### config.mk
export PLATFORM = sky130hd
export DESIGN_NAME = ir_remote_button_mask_decoder
export DESIGN_NICKNAME = d
export VERILOG_FILES = /design/src/hdl/irbm_pkg.sv /design/src/hdl/irbm_frame_decode.sv /design/src/hdl/irbm_input_stage.sv /design/src/hdl/irbm_hold_stage.sv /design/src/hdl/ir_remote_button_mask_decoder.sv
export SDC_FILE = /design/constraint.sdc
export NUM_CORES = 1
export LEC_CHECK = 0
export ABC_AREA = 0
export CAP_MARGIN = 25
export CORE_AREA = 2 2 141 143
export CTS_CLUSTER_DIAMETER = 60
export CTS_CLUSTER_SIZE = 40
export DETAILED_ROUTE_END_ITERATION = 8
export DIE_AREA = 0 0 143 145
export DONT_BUFFER_PORTS = 1
export PLACE_DENSITY = 0.75
export SLEW_MARGIN = 15
export SYNTH_ARGS = -nofsm -noshare
export SYNTH_HDL_FRONTEND = slang
export SYNTH_SLANG_ARGS = --single-unit
### constraint.sdc
create_clock -name clk -period 17 [get_ports clk]
set_input_delay 0 -clock clk [delete_from_list [all_inputs] [get_ports clk]]
set_output_delay 0 -clock clk [all_outputs]
set_load 0.02 [all_outputs]
### src/hdl/irbm_pkg.sv
// Package for the IR remote button mask decoder.
// Holds beat layouts, frame codes, the key table and pad bit placement.
// No dependencies.
package irbm_pkg;

  localparam int MaskW     = 33;
  localparam int InDataW   = 72;
  localparam int InUserW   = 3;
  localparam int OutDataW  = 48;
  localparam int TimeoutW  = 16;
  localparam int PadOffset = 27;

  localparam logic [1:0]  KIND_REMOTE   = 2'd0;
  localparam logic [1:0]  KIND_NEC      = 2'd1;
  localparam logic [5:0]  BITS_FRAME    = 6'd24;
  localparam logic [5:0]  BITS_REMOTE_RPT = 6'd4;
  localparam logic [5:0]  BITS_NEC_RPT  = 6'd0;
  localparam logic [31:0] CODE_NEC_RPT  = 32'hFFFF_FFFF;
  localparam logic [31:0] CODE_REMOTE_RPT = 32'h00FF_FFFF;
  localparam logic [1:0]  PAD_MARK      = 2'b11;
  localparam logic [TimeoutW-1:0] TIMEOUT_RESET = 16'd100;

  typedef struct packed {
    logic        present;
    logic [1:0]  kind;
    logic [5:0]  bit_count;
    logic [31:0] code;
    logic [31:0] now_ms;
  } in_beat_t;

  typedef struct packed {
    logic             load_mask;
    logic             refresh;
    logic [MaskW-1:0] mask;
  } frame_dec_t;

  function automatic logic [MaskW-1:0] key_bit(input logic [4:0] pos);
    key_bit = MaskW'(1) << pos;
  endfunction

  function automatic logic [MaskW-1:0] remote_key_mask(input logic [31:0] code);
    case (code)
      32'h0000_1ffe: remote_key_mask = key_bit(5'd6);
      32'h0002_1fde: remote_key_mask = key_bit(5'd7);
      32'h0001_1fee: remote_key_mask = key_bit(5'd8);
      32'h0000_9ff6: remote_key_mask = key_bit(5'd9);
      32'h0002_9fd6: remote_key_mask = key_bit(5'd10);
      32'h0001_9fe6: remote_key_mask = key_bit(5'd11);
      32'h0000_5ffa: remote_key_mask = key_bit(5'd12);
      32'h0002_5fda: remote_key_mask = key_bit(5'd13);
      32'h0001_5fea: remote_key_mask = key_bit(5'd14);
      32'h0003_9fc6: remote_key_mask = key_bit(5'd15);
      32'h0003_1fce: remote_key_mask = key_bit(5'd16);
      32'h0003_5fca: remote_key_mask = key_bit(5'd17);
      32'h0002_2fdd: remote_key_mask = key_bit(5'd18);
      32'h0000_2ffd: remote_key_mask = key_bit(5'd19);
      32'h0001_2fed: remote_key_mask = key_bit(5'd20);
      32'h0003_2fcd: remote_key_mask = key_bit(5'd21);
      32'h0000_aff5: remote_key_mask = key_bit(5'd22);
      32'h0001_afe5: remote_key_mask = key_bit(5'd23);
      32'h0002_afd5: remote_key_mask = key_bit(5'd24);
      32'h0000_6ff9: remote_key_mask = key_bit(5'd25);
      32'h0003_afc5: remote_key_mask = key_bit(5'd26);
      default:       remote_key_mask = '0;
    endcase
  endfunction

  function automatic logic [MaskW-1:0] pad_key_mask(input logic [31:0] code);
    logic [5:0] pad;
    pad = ~{code[7], code[6], code[4], code[2], code[5], code[3]};
    if (code[11]) pad_key_mask = MaskW'(pad);
    else          pad_key_mask = MaskW'(pad) << PadOffset;
  endfunction

endpackage

### src/hdl/irbm_frame_decode.sv
// Frame classifier for the IR remote button mask decoder.
// Sorts a registered beat into data, repeat or ignored, and forms its mask.
// Depends on irbm_pkg.
module irbm_frame_decode (
  input  irbm_pkg::in_beat_t   beat,
  output irbm_pkg::frame_dec_t dec
);

  logic is_data;
  logic is_repeat;

  assign is_data = (beat.kind == irbm_pkg::KIND_REMOTE) &&
                   (beat.bit_count == irbm_pkg::BITS_FRAME);

  assign is_repeat =
    ((beat.kind == irbm_pkg::KIND_NEC) && (beat.bit_count == irbm_pkg::BITS_NEC_RPT) &&
     (beat.code == irbm_pkg::CODE_NEC_RPT)) ||
    ((beat.kind == irbm_pkg::KIND_REMOTE) && (beat.bit_count == irbm_pkg::BITS_REMOTE_RPT) &&
     (beat.code == irbm_pkg::CODE_REMOTE_RPT));

  always_comb begin
    dec.load_mask = is_data;
    dec.refresh   = is_data || is_repeat;
    if (beat.code[1:0] == irbm_pkg::PAD_MARK) dec.mask = irbm_pkg::pad_key_mask(beat.code);
    else                                       dec.mask = irbm_pkg::remote_key_mask(beat.code);
  end

endmodule

### src/hdl/irbm_input_stage.sv
// Input register for the IR remote button mask decoder.
// Unpacks slave beats into one registered beat and handles backpressure.
// Depends on irbm_pkg.
module irbm_input_stage (
  input  logic                         clk,
  input  logic                         rst,
  input  logic                         s_tvalid,
  output logic                         s_tready,
  input  logic [irbm_pkg::InDataW-1:0] s_tdata,
  input  logic [irbm_pkg::InUserW-1:0] s_tuser,
  input  logic                         advance,
  output logic                         beat_valid,
  output irbm_pkg::in_beat_t           beat
);

  assign s_tready = advance || !beat_valid;

  always_ff @(posedge clk) begin
    if (rst) begin
      beat_valid <= 1'b0;
    end else if (s_tready) begin
      beat_valid <= s_tvalid;
    end
  end

  always_ff @(posedge clk) begin
    if (s_tvalid && s_tready) begin
      beat.present   <= s_tuser[0];
      beat.kind      <= s_tuser[2:1];
      beat.bit_count <= s_tdata[5:0];
      beat.code      <= s_tdata[37:6];
      beat.now_ms    <= s_tdata[69:38];
    end
  end

endmodule

### src/hdl/irbm_hold_stage.sv
// Hold state, timeout and checksum stage of the IR remote button mask decoder.
// Updates held mask and frame time, drives the master output register.
// Depends on irbm_pkg.
module irbm_hold_stage (
  input  logic                          clk,
  input  logic                          rst,
  input  logic                          cfg_we,
  input  logic [irbm_pkg::TimeoutW-1:0] cfg_wdata,
  input  logic                          beat_valid,
  input  irbm_pkg::in_beat_t            beat,
  input  irbm_pkg::frame_dec_t          dec,
  output logic                          advance,
  output logic                          m_tvalid,
  input  logic                          m_tready,
  output logic [irbm_pkg::OutDataW-1:0] m_tdata
);

  logic [irbm_pkg::TimeoutW-1:0] hold_timeout;
  logic [irbm_pkg::MaskW-1:0]    held_mask;
  logic [irbm_pkg::MaskW-1:0]    held_mask_next;
  logic [31:0]                   last_frame_time;
  logic [31:0]                   last_frame_time_next;
  logic [31:0]                   elapsed;
  logic [5:0]                    count;
  logic                          fire;

  assign advance = !m_tvalid || m_tready;
  assign fire    = advance && beat_valid;
  assign elapsed = beat.now_ms - last_frame_time;

  always_comb begin
    held_mask_next       = held_mask;
    last_frame_time_next = last_frame_time;
    if (beat.present) begin
      if (dec.load_mask) held_mask_next = dec.mask;
      if (dec.refresh)   last_frame_time_next = beat.now_ms;
    end else if (elapsed >= {16'b0, hold_timeout}) begin
      held_mask_next = '0;
    end
    count = 6'($countones(held_mask_next));
  end

  always_ff @(posedge clk) begin
    if (rst) begin
      hold_timeout <= irbm_pkg::TIMEOUT_RESET;
    end else if (cfg_we) begin
      hold_timeout <= cfg_wdata;
    end
  end

  always_ff @(posedge clk) begin
    if (rst) begin
      held_mask       <= '0;
      last_frame_time <= '0;
      m_tvalid        <= 1'b0;
    end else begin
      if (fire) begin
        held_mask       <= held_mask_next;
        last_frame_time <= last_frame_time_next;
      end
      if (advance) m_tvalid <= beat_valid;
    end
  end

  always_ff @(posedge clk) begin
    if (fire) begin
      m_tdata <= {1'b0, count[5:4], 4'b0, count[3:0], 4'b0, held_mask_next};
    end
  end

endmodule

### src/hdl/ir_remote_button_mask_decoder.sv
// Top level of the IR remote button mask decoder.
// Each slave beat is one poll: optional decoded IR frame plus timestamp.
// Each poll yields one master beat: the held 33-bit button mask and two
// popcount checksum bytes.
// Slave tuser [0] frame_present, [2:1] frame_kind. Slave tdata [5:0]
// bit_count, [37:6] code, [69:38] now_ms, [71:70] zero.
// Master tdata [32:0] button_mask, [40:33] checksum_low_byte,
// [46:41] checksum_high_byte, [47] zero.
// cfg_we/cfg_wdata write hold_timeout_ms; write only when idle.
// A slave beat passes an input register, then lookup, remap, timeout
// compare and popcount into the output register. Throughput is one beat
// per cycle unless the master stalls, set by the single hold-state update.
// Reset clears the mask, frame time and both valid flags and sets the
// timeout to 100 ms. A stalled master holds its beat; the input register
// still takes one more beat, then s_tready drops until the stall ends.
// Depends on irbm_pkg and the irbm stage modules.
module ir_remote_button_mask_decoder (
  input  logic                          clk,
  input  logic                          rst,
  input  logic                          cfg_we,
  input  logic [irbm_pkg::TimeoutW-1:0] cfg_wdata,
  input  logic                          s_tvalid,
  output logic                          s_tready,
  input  logic [irbm_pkg::InDataW-1:0]  s_tdata,  // bit_count, code, now_ms
  input  logic [irbm_pkg::InUserW-1:0]  s_tuser,  // frame_present, frame_kind
  output logic                          m_tvalid,
  input  logic                          m_tready,
  output logic [irbm_pkg::OutDataW-1:0] m_tdata   // button_mask, low byte, high byte
);

  logic                 advance;
  logic                 beat_valid;
  irbm_pkg::in_beat_t   beat;
  irbm_pkg::frame_dec_t dec;

  irbm_input_stage u_input (
    .clk        (clk),
    .rst        (rst),
    .s_tvalid   (s_tvalid),
    .s_tready   (s_tready),
    .s_tdata    (s_tdata),
    .s_tuser    (s_tuser),
    .advance    (advance),
    .beat_valid (beat_valid),
    .beat       (beat)
  );

  irbm_frame_decode u_decode (
    .beat (beat),
    .dec  (dec)
  );

  irbm_hold_stage u_hold (
    .clk        (clk),
    .rst        (rst),
    .cfg_we     (cfg_we),
    .cfg_wdata  (cfg_wdata),
    .beat_valid (beat_valid),
    .beat       (beat),
    .dec        (dec),
    .advance    (advance),
    .m_tvalid   (m_tvalid),
    .m_tready   (m_tready),
    .m_tdata    (m_tdata)
  );

endmodule

# After elaboration in Yosys (flattened, before gate mapping)
# Cells that the tools add are included.
# classes
magnitude_cmp	1
n_addsub	33
bitwise_logic	1
n_reduce_logical	16
n_eq_ne	27
muxes	6
# op_table
operator	count
case mux 27 bit (21 select lines)	1
== test 32 x 18 -> 1 bit (second input constant)	10
2-to-1 mux 33 bit	5
== test 32 x 17 -> 1 bit (second input constant)	5
adder 6 bit	15
== test 32 x 15 -> 1 bit (second input constant)	2
== test 32 x 16 -> 1 bit (second input constant)	2
adder 1 x 1 -> 2 bit	16
== test 32 x 13 -> 1 bit (second input constant)	1
== test 32 x 14 -> 1 bit (second input constant)	1
== test 32 x 24 -> 1 bit (second input constant)	1
== test 32 bit (second input constant)	1
>= comparator 32 x 16 -> 1 bit	1
subtractor 32 bit	1
logical AND 1 bit	7
adder 6 x 1 -> 6 bit	1
== test 6 x 3 -> 1 bit (second input constant)	1
== test 6 x 5 -> 1 bit (second input constant)	1
logical NOT 6 bit	1
inverter 6 bit	1
logical OR 1 bit	4
AND reduction 3 bit	1
== test 2 x 1 -> 1 bit (second input constant)	1
== test 2 bit (second input constant)	1
2 further kinds	3
# totals
ff_bits	195
inputBits	96
out_inout_bits	50

# Logic depth before layout (Yosys ltp)
# Gate-level depths: netlist of run 1.
# logic_depth
ltp_word	11
depth_mapped	41
mapped_depth_nobuf	39

# Cells and area by module
# Synthesis of run 1 repeated with hierarchy kept, for this count alone.
# hier_totals
cells_unflattened	1248
area_unflattened_um2	11492.3
# by_module_without_submodules
module	cells_per_inst	instances	area_each_um2
irbm_hold_stage	1086	1	8782.2
irbm_input_stage	78	1	2247.2
irbm_frame_decode	84	1	462.9

# Least setup slack after synthesis of run 1
# OpenSTA, ideal clock, no wires.
# synth_timing
path_kind	register -> register
start	reg, netlist name u_input.beat[0]
end	reg u_hold.m_tdata[46] (netlist name) (data pin)
required_time_ns	16.743
path_slack_ns	8.423
setup_time_ns	0.257
t_arrival_ns	8.320
path_stages_with_launch	40
cell_sequence	edfxtp_1 -> inv_1 -> ha_1 -> fa_1 -> nand2b_1 -> a21oi_1 -> or3b_4 -> nand2_1 -> nand2_1 -> a41oi_1 -> xnor2_1 -> ha_1 -> a21oi_1 -> nand2_1 -> a211o_1 -> a2111oi_0 -> o2111ai_1 -> a221o_1 -> [4 not listed] -> buf_2 -> a21oi_1 -> ha_1 -> inv_1 -> fa_1 -> fa_1 -> inv_1 -> fa_1 -> fa_1 -> inv_1 -> fa_1 -> inv_1 -> ha_1 -> inv_1 -> fa_1 -> nor2b_1 -> o21ai_0 -> nand2b_1
# synth_via
elab_chain_cells	10
word_cells_on_any_way	36
# synth_lines
element	line	rtl
subtractor 32 bit	irbm_hold_stage.sv:29	assign elapsed = beat.now_ms - last_frame_time;
>= comparator 32 x 16 -> 1 bit	irbm_hold_stage.sv:37	end else if (elapsed >= {16'b0, hold_timeout}) begin
2-to-1 mux 33 bit	irbm_hold_stage.sv:37	
2-to-1 mux 33 bit	irbm_hold_stage.sv:34	if (beat.present) begin
net u_hold.held_mask_next (one bit)	irbm_hold_stage.sv:20	logic [irbm_pkg::MaskW-1:0] held_mask_next;
adder 1 x 1 -> 2 bit (not written as such)	irbm_hold_stage.sv:40	count = 6'($countones(held_mask_next));
adder 6 bit (not written as such) (4 in series)	irbm_hold_stage.sv:40	
adder 6 x 1 -> 6 bit (not written as such)	irbm_hold_stage.sv:40	
net u_hold.count[5]	irbm_hold_stage.sv:24	logic [5:0] count;
end signal: assignment	irbm_hold_stage.sv:67	m_tdata <= {1'b0, count[5:4], 4'b0, count[3:0], 4'b0, held_mask_next};
end: declaration	irbm_hold_stage.sv:15	output logic [irbm_pkg::OutDataW-1:0] m_tdata
# The timed path passes the listed nets, and every way through them passes these cells.
# A chain may end at the register's enable or synchronous reset.

# Worst setup path after layout of run 1
# layout_timing
start	reg, netlist name u_input.beat[0]
end	reg u_hold.m_tdata[46] (netlist name) (data pin)
# layout_via
elab_chain_cells	10
word_cells_on_any_way	36
# layout_lines
element	line
subtractor 32 bit	irbm_hold_stage.sv:29
>= comparator 32 x 16 -> 1 bit	irbm_hold_stage.sv:37
2-to-1 mux 33 bit	irbm_hold_stage.sv:37
2-to-1 mux 33 bit	irbm_hold_stage.sv:34
net u_hold.held_mask_next (one bit)	irbm_hold_stage.sv:20
adder 1 x 1 -> 2 bit (not written as such)	irbm_hold_stage.sv:40
adder 6 bit (not written as such) (4 in series)	irbm_hold_stage.sv:40
adder 6 x 1 -> 6 bit (not written as such)	irbm_hold_stage.sv:40
net u_hold.count[5]	irbm_hold_stage.sv:24
# The timed path passes the listed nets, and every way through them passes these cells.

==> results.json, run 1 <==
{
  "status": "completed",
  "synth_compound_area_share_pct": 16.24,
  "start_util_pct": 58.90,
  "drc": 0,
  "cts_tree": "done",
  "cts_max_level": 4,
  "finalNetCount": 1423,
  "core_area_um2": 19210,
  "finalCoreUtilization_pct": 68.56,
  "place_congestion": 0.9036,
  "syn_area_per_cell_um2": 9.871,
  "fp.dieW_um": 143,
  "synth_edf_count": 112,
  "grt_max_degree": 76,
  "track_usage_pct": 25.25,
  "vias_per_cell": 5.773,
  "cts.sinks": 195,
  "slowest_stage": "a2111oi_0",
  "drv_slew": 0,
  "worstPathArrival_ns": 10.39,
  "cts_buffer_depth": 2,
  "path_class": "reg2reg",
  "period_share_pct": 59.40,
  "cp-end-kind": "flop",
  "synth_top_area_share_pct": 29.73,
  "drive_gt1_share_pct": 5.475,
  "met3_length_um": 1397,
  "hold_class": "in2reg",
  "fp.dieH_um": 145,
  "synthMuxAreaShare_pct": 4.159,
  "critPathMaxStageDelay_ns": 0.60,
  "wl_um": 25600,
  "clock.fmax_ghz": 0.09903,
  "die-area_um2": 20740,
  "clk_pin_slew_ns": 0.07,
  "power.density_nw_per_um2": 79.77,
  "worst_pin_slew_ns": 0.9901,
  "dr.first_iter.drc_count": 615,
  "synth_top_family_by_area": "compound AO/OA/AOI/OAI gates",
  "grt_overflow": 0,
  "timing.hold.ws_ns": 0.1879,
  "synthXorXnorAreaFrac_pct": 1.936,
  "antenna_found_initial": 1,
  "stdcell_area_um2": 13170,
  "synthAdderAreaFrac_pct": 12.70,
  "portBuffers": 0,
  "ant_nets": 0,
  "yosysTopAreaCell": "edfxtp_1",
  "hold_violations": 0,
  "met1_length_um": 11510,
  "skew_ns": 0.01267,
  "yosys.area_share.simple_pct": 13.31,
  "synthFlopType": "edfxtp_1",
  "cp-start-kind": "flop",
  "rows": 51,
  "finalSetupViolCount": 0,
  "maxCapViolations": 0,
  "cpMostUsedCell": "fa_1",
  "post_cts_resized": 0,
  "final_cell_mix": "140 x inv_1, 112 x edfxtp_1, 107 x dlygate4sd3_1, 101 x nor2_1, 90 x nand2_1",
  "synth.area.top_cells": "edfxtp_1 30%, dfxtp_1 15%, ha_1 7.7%",
  "dp_hpwl_um": 16840,
  "root_buffer": "clkbuf_16",
  "first_global_vias": 8374,
  "rrSetupSlack_ns": 6.90,
  "final_common_cell": "inv_1",
  "synth_cell_types": 68,
  "io_pins": 146,
  "pre_cts_slack_ns": 6.984,
  "vdd_drop_max_mv": 0.06979,
  "setup_ws_ns": 6.902,
  "crit_fanout": 66,
  "wl_met2_um": 12120,
  "async_flop_share_pct": 0,
  "p_leak_nw": 4.678,
  "syn_area_um2": 11310,
  "fin_tns_setup_ns": 0,
  "required_ns": 17.29,
  "postSynthCellCount": 1146,
  "stdcell_count": 1508,
  "place_inst": 1365,
  "p_total_mw": 1.050,
  "cts_buffers": 17,
  "route.vias.total": 8705,
  "area_delta_synth_final_pct": 16.40,
  "period_minus_slack_ns": 10.10,
  "yosys_warnings": 0,
  "drtPass1Iterations": 7,
  "yosysSeqAreaShare_pct": 44.42,
  "grt_first_pass_wirelength_um": 41720,
  "slew_headroom_pct": 33.99,
  "wire_per_inst_um": 16.97,
  "worstSkewPairLatency_ns": 0.43,
  "placed_cell_area_um2": 11430,
  "ys_ff_latch": 195,
  "rsz0062_at_grt": "false",
  "topRoutingLayerUsed": "met4"
}
[report_power, final]
group	internal [mW]	switching [mW]	leakage (nW)	total, mW
Combinational	0.0481	0.0608	2.66	0.109
Clock	0.222	0.187	0.291	0.408
Sequential	0.518	0.0157	1.73	0.533
Total	0.787	0.263	4.68	1.05
[state kept, by name, indices dropped and copies added (netlist names)]
register and count:
u_hold.hold_timeout 16, u_hold.m_tdata 39, u_hold.last_frame_time 32, u_hold.m_tvalid 1, u_hold.held_mask 33, u_input.beat_valid 1, u_input.beat 73
[per-layer routing]
layer	GRT usage, %	vias up
met5	0	-
li1	-	4226
met4	8.614	0
met2	40.10	306
met1	35.09	4128
met3	4.224	45
[what timing repair did]
item	4_1_cts	5_1_grt
buffers inserted	0	0
hold buffers	108	0
hold endpoints to repair	156	0
[final cells by class]
type	instances	area, um2
flip-flops and latches	195	5025
clock buffers	17	425.4
inverters	141	529.3
well taps	265	331.6
clock inverters	15	171.4
multi-input cells	759	5512
repair buffers	115	1171
fillers	1441	6040
diodes	1	2.502
[Yosys cell counts, drive strengths merged, types with 3 or more instances]
cell	number
o31ai	3
o31a	3
nand4b	4
nand4	17
xor2	6
a311oi	26
o2111ai	4
o21ai	75
xnor2	19
or4	4
and2	11
nor2b	9
or4b	3
o211ai	6
a21oi	68
nor4	7
a32oi	11
and4	3
nor2	101
mux2i	47
inv	141
or3	5
nor3	18
a31oi	12
nand2b	13
nand3	11
clkbuf	31
o21a	9
a211oi	6
edfxtp	112
ha	70
and3	6
nand2	90
a21o	12
buf	28
nor3b	3
a22oi	10
fa	28
a2111oi	3
dfxtp	83
[worst max-delay path, delay by kind of cell, from the launching register on]
| family | cells | cell delay (ns) |
|---|---|---|
| simple gates | 9 | 1.52 |
| buf+inv | 7 | 0.74 |
| compound gates | 10 | 3.05 |
| fa+ha+maj | 11 | 4.11 |
| xor+xnor | 1 | 0.17 |
| flops | 1 | 0.35 |
[final timing paths]
kind | end | from | depth (start not counted)
worst max register to register | u_hold.m_tdata[46]$_DFFE_PP_ | u_input.beat[0]$_DFFE_PP_ | 38
worst min-delay path | u_input.beat[52]$_DFFE_PP_ | s_tdata[26] | 1
worst min register to register | u_hold.last_frame_time[17]$_SDFFE_PP0P_ | u_hold.last_frame_time[17]$_SDFFE_PP0P_ | 2
worst max-delay path | u_hold.m_tdata[46]$_DFFE_PP_ | u_input.beat[0]$_DFFE_PP_ | 38
[cells by family after synthesis]
logic type | after synthesis
AND/OR/NAND/NOR | 313
AO/OA/AOI/OAI | 267
buffers and inverters | 200
flip-flops | 195
adder cells (fa/ha/maj) | 98
multiplexers | 47
XOR/XNOR | 25
other | 1
Note: power is estimated with default switching activity, not from simulation.
==> inputs of run 2 (changes only) <==
CORE_AREA = 2 2 143 145   (was 2 2 141 143)
DIE_AREA = 0 0 145 147   (was 0 0 143 145)
PLACE_DENSITY = 0.76   (was 0.75)
clock period = 8.35 ns   (was 17 ns; I/O delays follow)
==> results.json, run 2 (same netlist as run 1, synthesis figures left out) <==
{
  "status": "finished, violations left",
  "violations": "setup timing",
  "maxCapViolations": 0,
  "cp-start-kind": "flop",
  "wl_um": 28790,
  "rows": 52,
  "drv_slew": 0,
  "clk_pin_slew_ns": 0.08,
  "required_ns": 8.55,
  "root_buffer": "clkbuf_16",
  "reg_top3": "u_input.beat (73), u_hold.m_tdata (39), u_hold.held_mask (33)",
  "hold_violations": 0,
  "worstSkewPairLatency_ns": 0.44,
  "cts.sinks": 195,
  "cts_buffer_depth": 2,
  "drc": 0,
  "worstPathArrival_ns": 8.79,
  "vias_per_cell": 5.740,
  "path_class": "reg2reg",
  "drtPass1Iterations": 6,
  "dr.first_iter.drc_count": 743,
  "fin_tns_setup_ns": -0.7422,
  "worstReg2RegEnd": "u_hold.m_tdata[39]$_DFFE_PP_",
  "hold_class": "in2reg",
  "p_leak_nw": 5.141,
  "met1_usage_pct": 37.60,
  "portBuffers": 0,
  "whs_endpoint": "u_input.beat[5]$_DFFE_PP_",
  "rrSetupSlack_ns": -0.24,
  "final_common_cell": "inv_1",
  "critPathMaxStageDelay_ns": 0.55,
  "fp.dieW_um": 145,
  "largest_register": "u_input.beat",
  "min_from": "s_tdata[43]",
  "route.vias.total": 9196,
  "busiest_layer": "met2",
  "cts_tree": "done",
  "ff2ff_path_depth": 35,
  "cp-end-kind": "flop",
  "clock.fmax_ghz": 0.1165,
  "power.density_nw_per_um2": 152.4,
  "final_cell_mix": "127 x inv_1, 112 x edfxtp_1, 111 x dlygate4sd3_1, 101 x nor2_1, 88 x nand2_1",
  "drive_gt1_share_pct": 16.52,
  "use_met3_pct": 3.758,
  "grt_first_pass_wirelength_um": 46840,
  "slew_headroom_pct": 31.45,
  "cts_buffers": 17,
  "antenna_found_initial": 0,
  "hold_path_depth": 1,
  "first_global_vias": 9116,
  "pre_cts_slack_ns": -0.5632,
  "place_congestion": 0.9050,
  "cts_max_level": 4,
  "io_pins": 146,
  "finalNetCount": 1513,
  "skew_ns": 0.01076,
  "grt_overflow": 0,
  "wire_per_inst_um": 17.97,
  "period_share_pct": 102.8,
  "dp_hpwl_um": 19050,
  "slowest_stage": "fa_2",
  "period_minus_slack_ns": 8.586,
  "crit_fanout": 6,
  "ant_nets": 0,
  "rsz0062_at_grt": "true",
  "met2_usage_pct": 45.67,
  "vdd_drop_max_mv": 0.1401,
  "largest_reg_flops": 73,
  "antenna_cells": 0,
  "setup_ws_ns": -0.2361,
  "core_area_um2": 19840,
  "fp.dieH_um": 147,
  "die-area_um2": 21320,
  "worst_pin_slew_ns": 1.028,
  "regToRegStartpoint": "u_input.beat[6]$_DFFE_PP_",
  "cpMostUsedCell": "inv_2",
  "start_util_pct": 57.01,
  "track_usage_pct": 27.32,
  "area_delta_synth_final_pct": 25.11,
  "grt_max_degree": 76,
  "finalSetupViolCount": 4
}
run 2: cell count changes in the layout (fill, tap and decap cells not counted), moves of 5 or more:
cell	previous run	this run
buf_4	6	85
fa_1	28	16
ha_4	0	5
o21ai_2	0	16
inv_1	140	127
o21ai_0	61	42
fa_2	0	12
a21oi_1	67	61
ha_1	70	65
inv_2	1	14
run 2: layout make-up:
cell class	instances	area, um2
well taps	270	337.8
clock buffers	19	475.5
clock inverters	13	110.1
fillers	1409	5692
inverters	141	529.3
repair buffers	205	1867
flip-flops and latches	195	5025
multi-input cells	759	5808
run 2: worst max-delay path by stage:
stage	cells after the start	slack (ns)	end	from
finish	35	-0.24	u_hold.m_tdata[39]$_DFFE_PP_	u_input.beat[6]$_DFFE_PP_
global route	40	-0.62	u_hold.m_tdata[46]$_DFFE_PP_	u_input.beat[0]$_DFFE_PP_
CTS	38	-0.33	u_hold.m_tdata[39]$_DFFE_PP_	u_input.beat[0]$_DFFE_PP_
detailed placement	38	-0.56	u_hold.m_tdata[46]$_DFFE_PP_	u_input.beat[0]$_DFFE_PP_
global placement	38	-0.22	u_hold.m_tdata[46]$_DFFE_PP_	u_input.beat[0]$_DFFE_PP_
floorplan	37	0.03	u_hold.m_tdata[39]$_DFFE_PP_	u_input.beat[0]$_DFFE_PP_
run 2: repair_timing:
action                                  in CTS  in global routing
pin swaps                                   12                 29
cloned                                       2                  0
setup buffers                                2                  4
gates resized for setup                     34                 53
endpoints found under the setup margin       5                  6
hold buffers                               112                  0
endpoints found under the hold margin      156                  0
run 2: per-stage QoR:
step           cells  total power, mW  cell area, um2  hold WS, ns  utilization (%)
2_1_floorplan   1154            1.244           11410      0.09887                -
3_3_place_gp    1449            1.284           12110      0.08883            61.03
3_5_place_dp    1449            1.289           12110      0.09325            61.03
4_1_cts         1597            2.145           13960       0.1721            70.35
5_1_grt         1602            2.231           14150       0.1777            71.32
6_report        1602            2.157           14150       0.1814            71.32
run 2: power breakdown:
part / switching [mW] / leakage [nW] / internal (mW)
Combinational: 0.136 / 3.13 / 0.113
Sequential: 0.0329 / 1.73 / 1.05
Clock: 0.394 / 0.287 / 0.427
run 2: metal layers:
layer / routed length, um / part of all wire (%) / vias up
li1: - / - / 4404
met1: 12570 / 44 / 4406
met2: 14110 / 49 / 327
met3: 1481 / 5.1 / 59
met4: 622 / 2.2 / 0
met5: 0 / 0 / -
run 2: critical path, delay by kind of cell (launching register included):
family / cells / cell delay [ns]
adders and majority gates: 10 / 3.81
buffers and inverters: 9 / 0.73
xor gates and xnor gates: 1 / 0.15
DFF: 1 / 0.40
and+or+nand+nor: 6 / 1.06
AOI/OAI and AO/OA: 9 / 2.17
==> inputs of run 3 (changes only) <==
CELL_PAD_IN_SITES_DETAIL_PLACEMENT = 0   (was not set)
CELL_PAD_IN_SITES_GLOBAL_PLACEMENT = 2   (was not set)
CORE_AREA = 2 2 178 180   (was 2 2 143 145)
DIE_AREA = 0 0 180 182   (was 0 0 145 147)
PLACE_DENSITY = not set   (was 0.76)
PLACE_DENSITY_LB_ADDON = 0.1   (was not set)
==> results.json, run 3 (same netlist as run 1, synthesis figures left out) <==
{
  "status": "finished, violations left",
  "violations": "setup timing",
  "cts_buffer_depth": 2,
  "final_cell_mix": "186 x buf_4, 126 x inv_1, 112 x edfxtp_1, 107 x dlygate4sd3_1, 101 x nor2_1",
  "clk_pin_slew_ns": 0.09,
  "drv_slew": 0,
  "worstPathArrival_ns": 8.72,
  "power.density_nw_per_um2": 141.7,
  "required_ns": 8.57,
  "root_buffer": "clkbuf_16",
  "rsz0062_at_grt": "true",
  "crit_fanout": 8,
  "drc": 0,
  "hold_violations": 0,
  "regArea_um2": 5025,
  "io_pins": 146,
  "timing.hold.ws_ns": 0.03695,
  "worstSkewPairLatency_ns": 0.47,
  "place_congestion": 0.8120,
  "largest_register": "u_input.beat",
  "reg_top3": "u_input.beat (73), u_hold.m_tdata (39), u_hold.held_mask (33)",
  "vdd_drop_max_mv": 0.1533,
  "cts_max_level": 4,
  "slowest_stage": "fa_2",
  "cp-end-kind": "flop",
  "ant_nets": 0,
  "critPathMaxStageDelay_ns": 0.56,
  "hold_class": "in2reg",
  "cts.sinks": 195,
  "dp_hpwl_um": 21850,
  "multiInputGateArea_um2": 5872,
  "cp-start-kind": "flop",
  "skew_ns": 0.01725,
  "period_minus_slack_ns": 8.501,
  "track_usage_pct": 20.68,
  "route.vias.total": 9278,
  "path_class": "reg2reg",
  "wire_per_inst_um": 17.87,
  "antenna_found_initial": 0,
  "drive_gt1_share_pct": 23.04,
  "die-area_um2": 32760,
  "fill_cells": 2837,
  "grt_max_degree": 76,
  "fp.dieW_um": 180,
  "start_util_pct": 36.51,
  "fin_tns_setup_ns": -0.4360,
  "period_share_pct": 101.8,
  "cts_buffers": 17,
  "rows": 65,
  "first_global_vias": 9476,
  "finalSetupViolCount": 4,
  "drtPass1Iterations": 5,
  "slew_headroom_pct": 38.70,
  "portBuffers": 0,
  "p_total_mw": 2.160,
  "vias_per_cell": 5.056,
  "grt_first_pass_wirelength_um": 52900,
  "largest_reg_flops": 73,
  "cts_tree": "done",
  "p_leak_nw": 5.738,
  "stdcell_area_um2": 15240,
  "core_area_um2": 30990,
  "clock.fmax_ghz": 0.1176,
  "setup_ws_ns": -0.1515,
  "wl_um": 32790,
  "fp.dieH_um": 182,
  "area_delta_synth_final_pct": 34.73,
  "finalNetCount": 1613,
  "grt_overflow": 0,
  "dr.first_iter.drc_count": 508,
  "maxCapViolations": 0,
  "placed_cell_area_um2": 12440,
  "final_common_cell": "buf_4",
  "worst_pin_slew_ns": 0.9161
}
[run 3: cell types whose count changed in the layout (fill, tap and decap cells not counted), sizes merged]
cell / before / now
clkinvlp: 1 / 0
bufbuf: 0 / 1
diode: 0 / 1
dlygate4sd3: 111 / 107
clkinv: 4 / 7
clkbuf: 20 / 17
buf: 93 / 197
[run 3: what timing repair did]
action,in CTS,in global routing
gates resized for setup,70,30
cloned,3,0
hold buffers,108,0
endpoints found under the hold margin,156,0
setup endpoints to repair,5,5
buffers inserted,86,6
pin swaps,32,10
[run 3: critical path, delay by kind of cell (launching register included)]
kind / cells / cell delay (ns)
AO/OA/AOI/OAI: 9 / 1.57
XOR/XNOR: 1 / 0.17
adder cells (fa/ha/maj): 11 / 3.94
buffers and inverters: 10 / 0.83
flip-flops: 1 / 0.41
AND/OR/NAND/NOR: 6 / 1.35
[run 3: worst paths after layout]
| path | slack, ns | end | start | cells after the start |
|---|---|---|---|---|
| worst max-delay path | -0.15 | u_hold.m_tdata[39]$_DFFE_PP_ | u_input.beat[0]$_DFFE_PP_ | 37 |
| worst min-delay path | 0.04 | u_input.beat[57]$_DFFE_PP_ | s_tvalid | 1 |
| worst max register to register | -0.15 | u_hold.m_tdata[39]$_DFFE_PP_ | u_input.beat[0]$_DFFE_PP_ | 37 |
| worst min register to register | 0.50 | u_hold.last_frame_time[6]$_SDFFE_PP0P_ | u_hold.last_frame_time[6]$_SDFFE_PP0P_ | 2 |
[run 3: cell type report]
cell class / count / area share (%)
timing repair buffer: 305 / 17.85
sequential: 195 / 32.97
antenna: 1 / 0.01642
clock buffer: 17 / 2.791
tap: 402 / 3.300
clock inverter: 15 / 1.075
multi-input combinational: 759 / 38.53
inverter: 141 / 3.473
[run 3: per-layer routing]
layer  part of all wire (%)  GRT usage, %
met4                    2.1         7.089
met5                      0             0
met3                    3.2         3.751
met2                     47         33.47
met1                     48         27.88
[run 3: report_power, final]
part	total [mW]	switching [mW]	internal [mW]
clock	0.824	0.422	0.402
combinational	0.249	0.135	0.115
sequential	1.09	0.0332	1.05
[run 3: through the flow]
step	setup WS [ns]	util [%]	cells
6_report	-0.1515	49.19	1835
5_1_grt	-0.5131	49.18	1834
4_1_cts	-0.2354	48.51	1827
3_5_place_dp	-0.6735	40.14	1599
3_3_place_gp	-0.5448	40.07	1598
2_1_floorplan	0.03365	-	1154
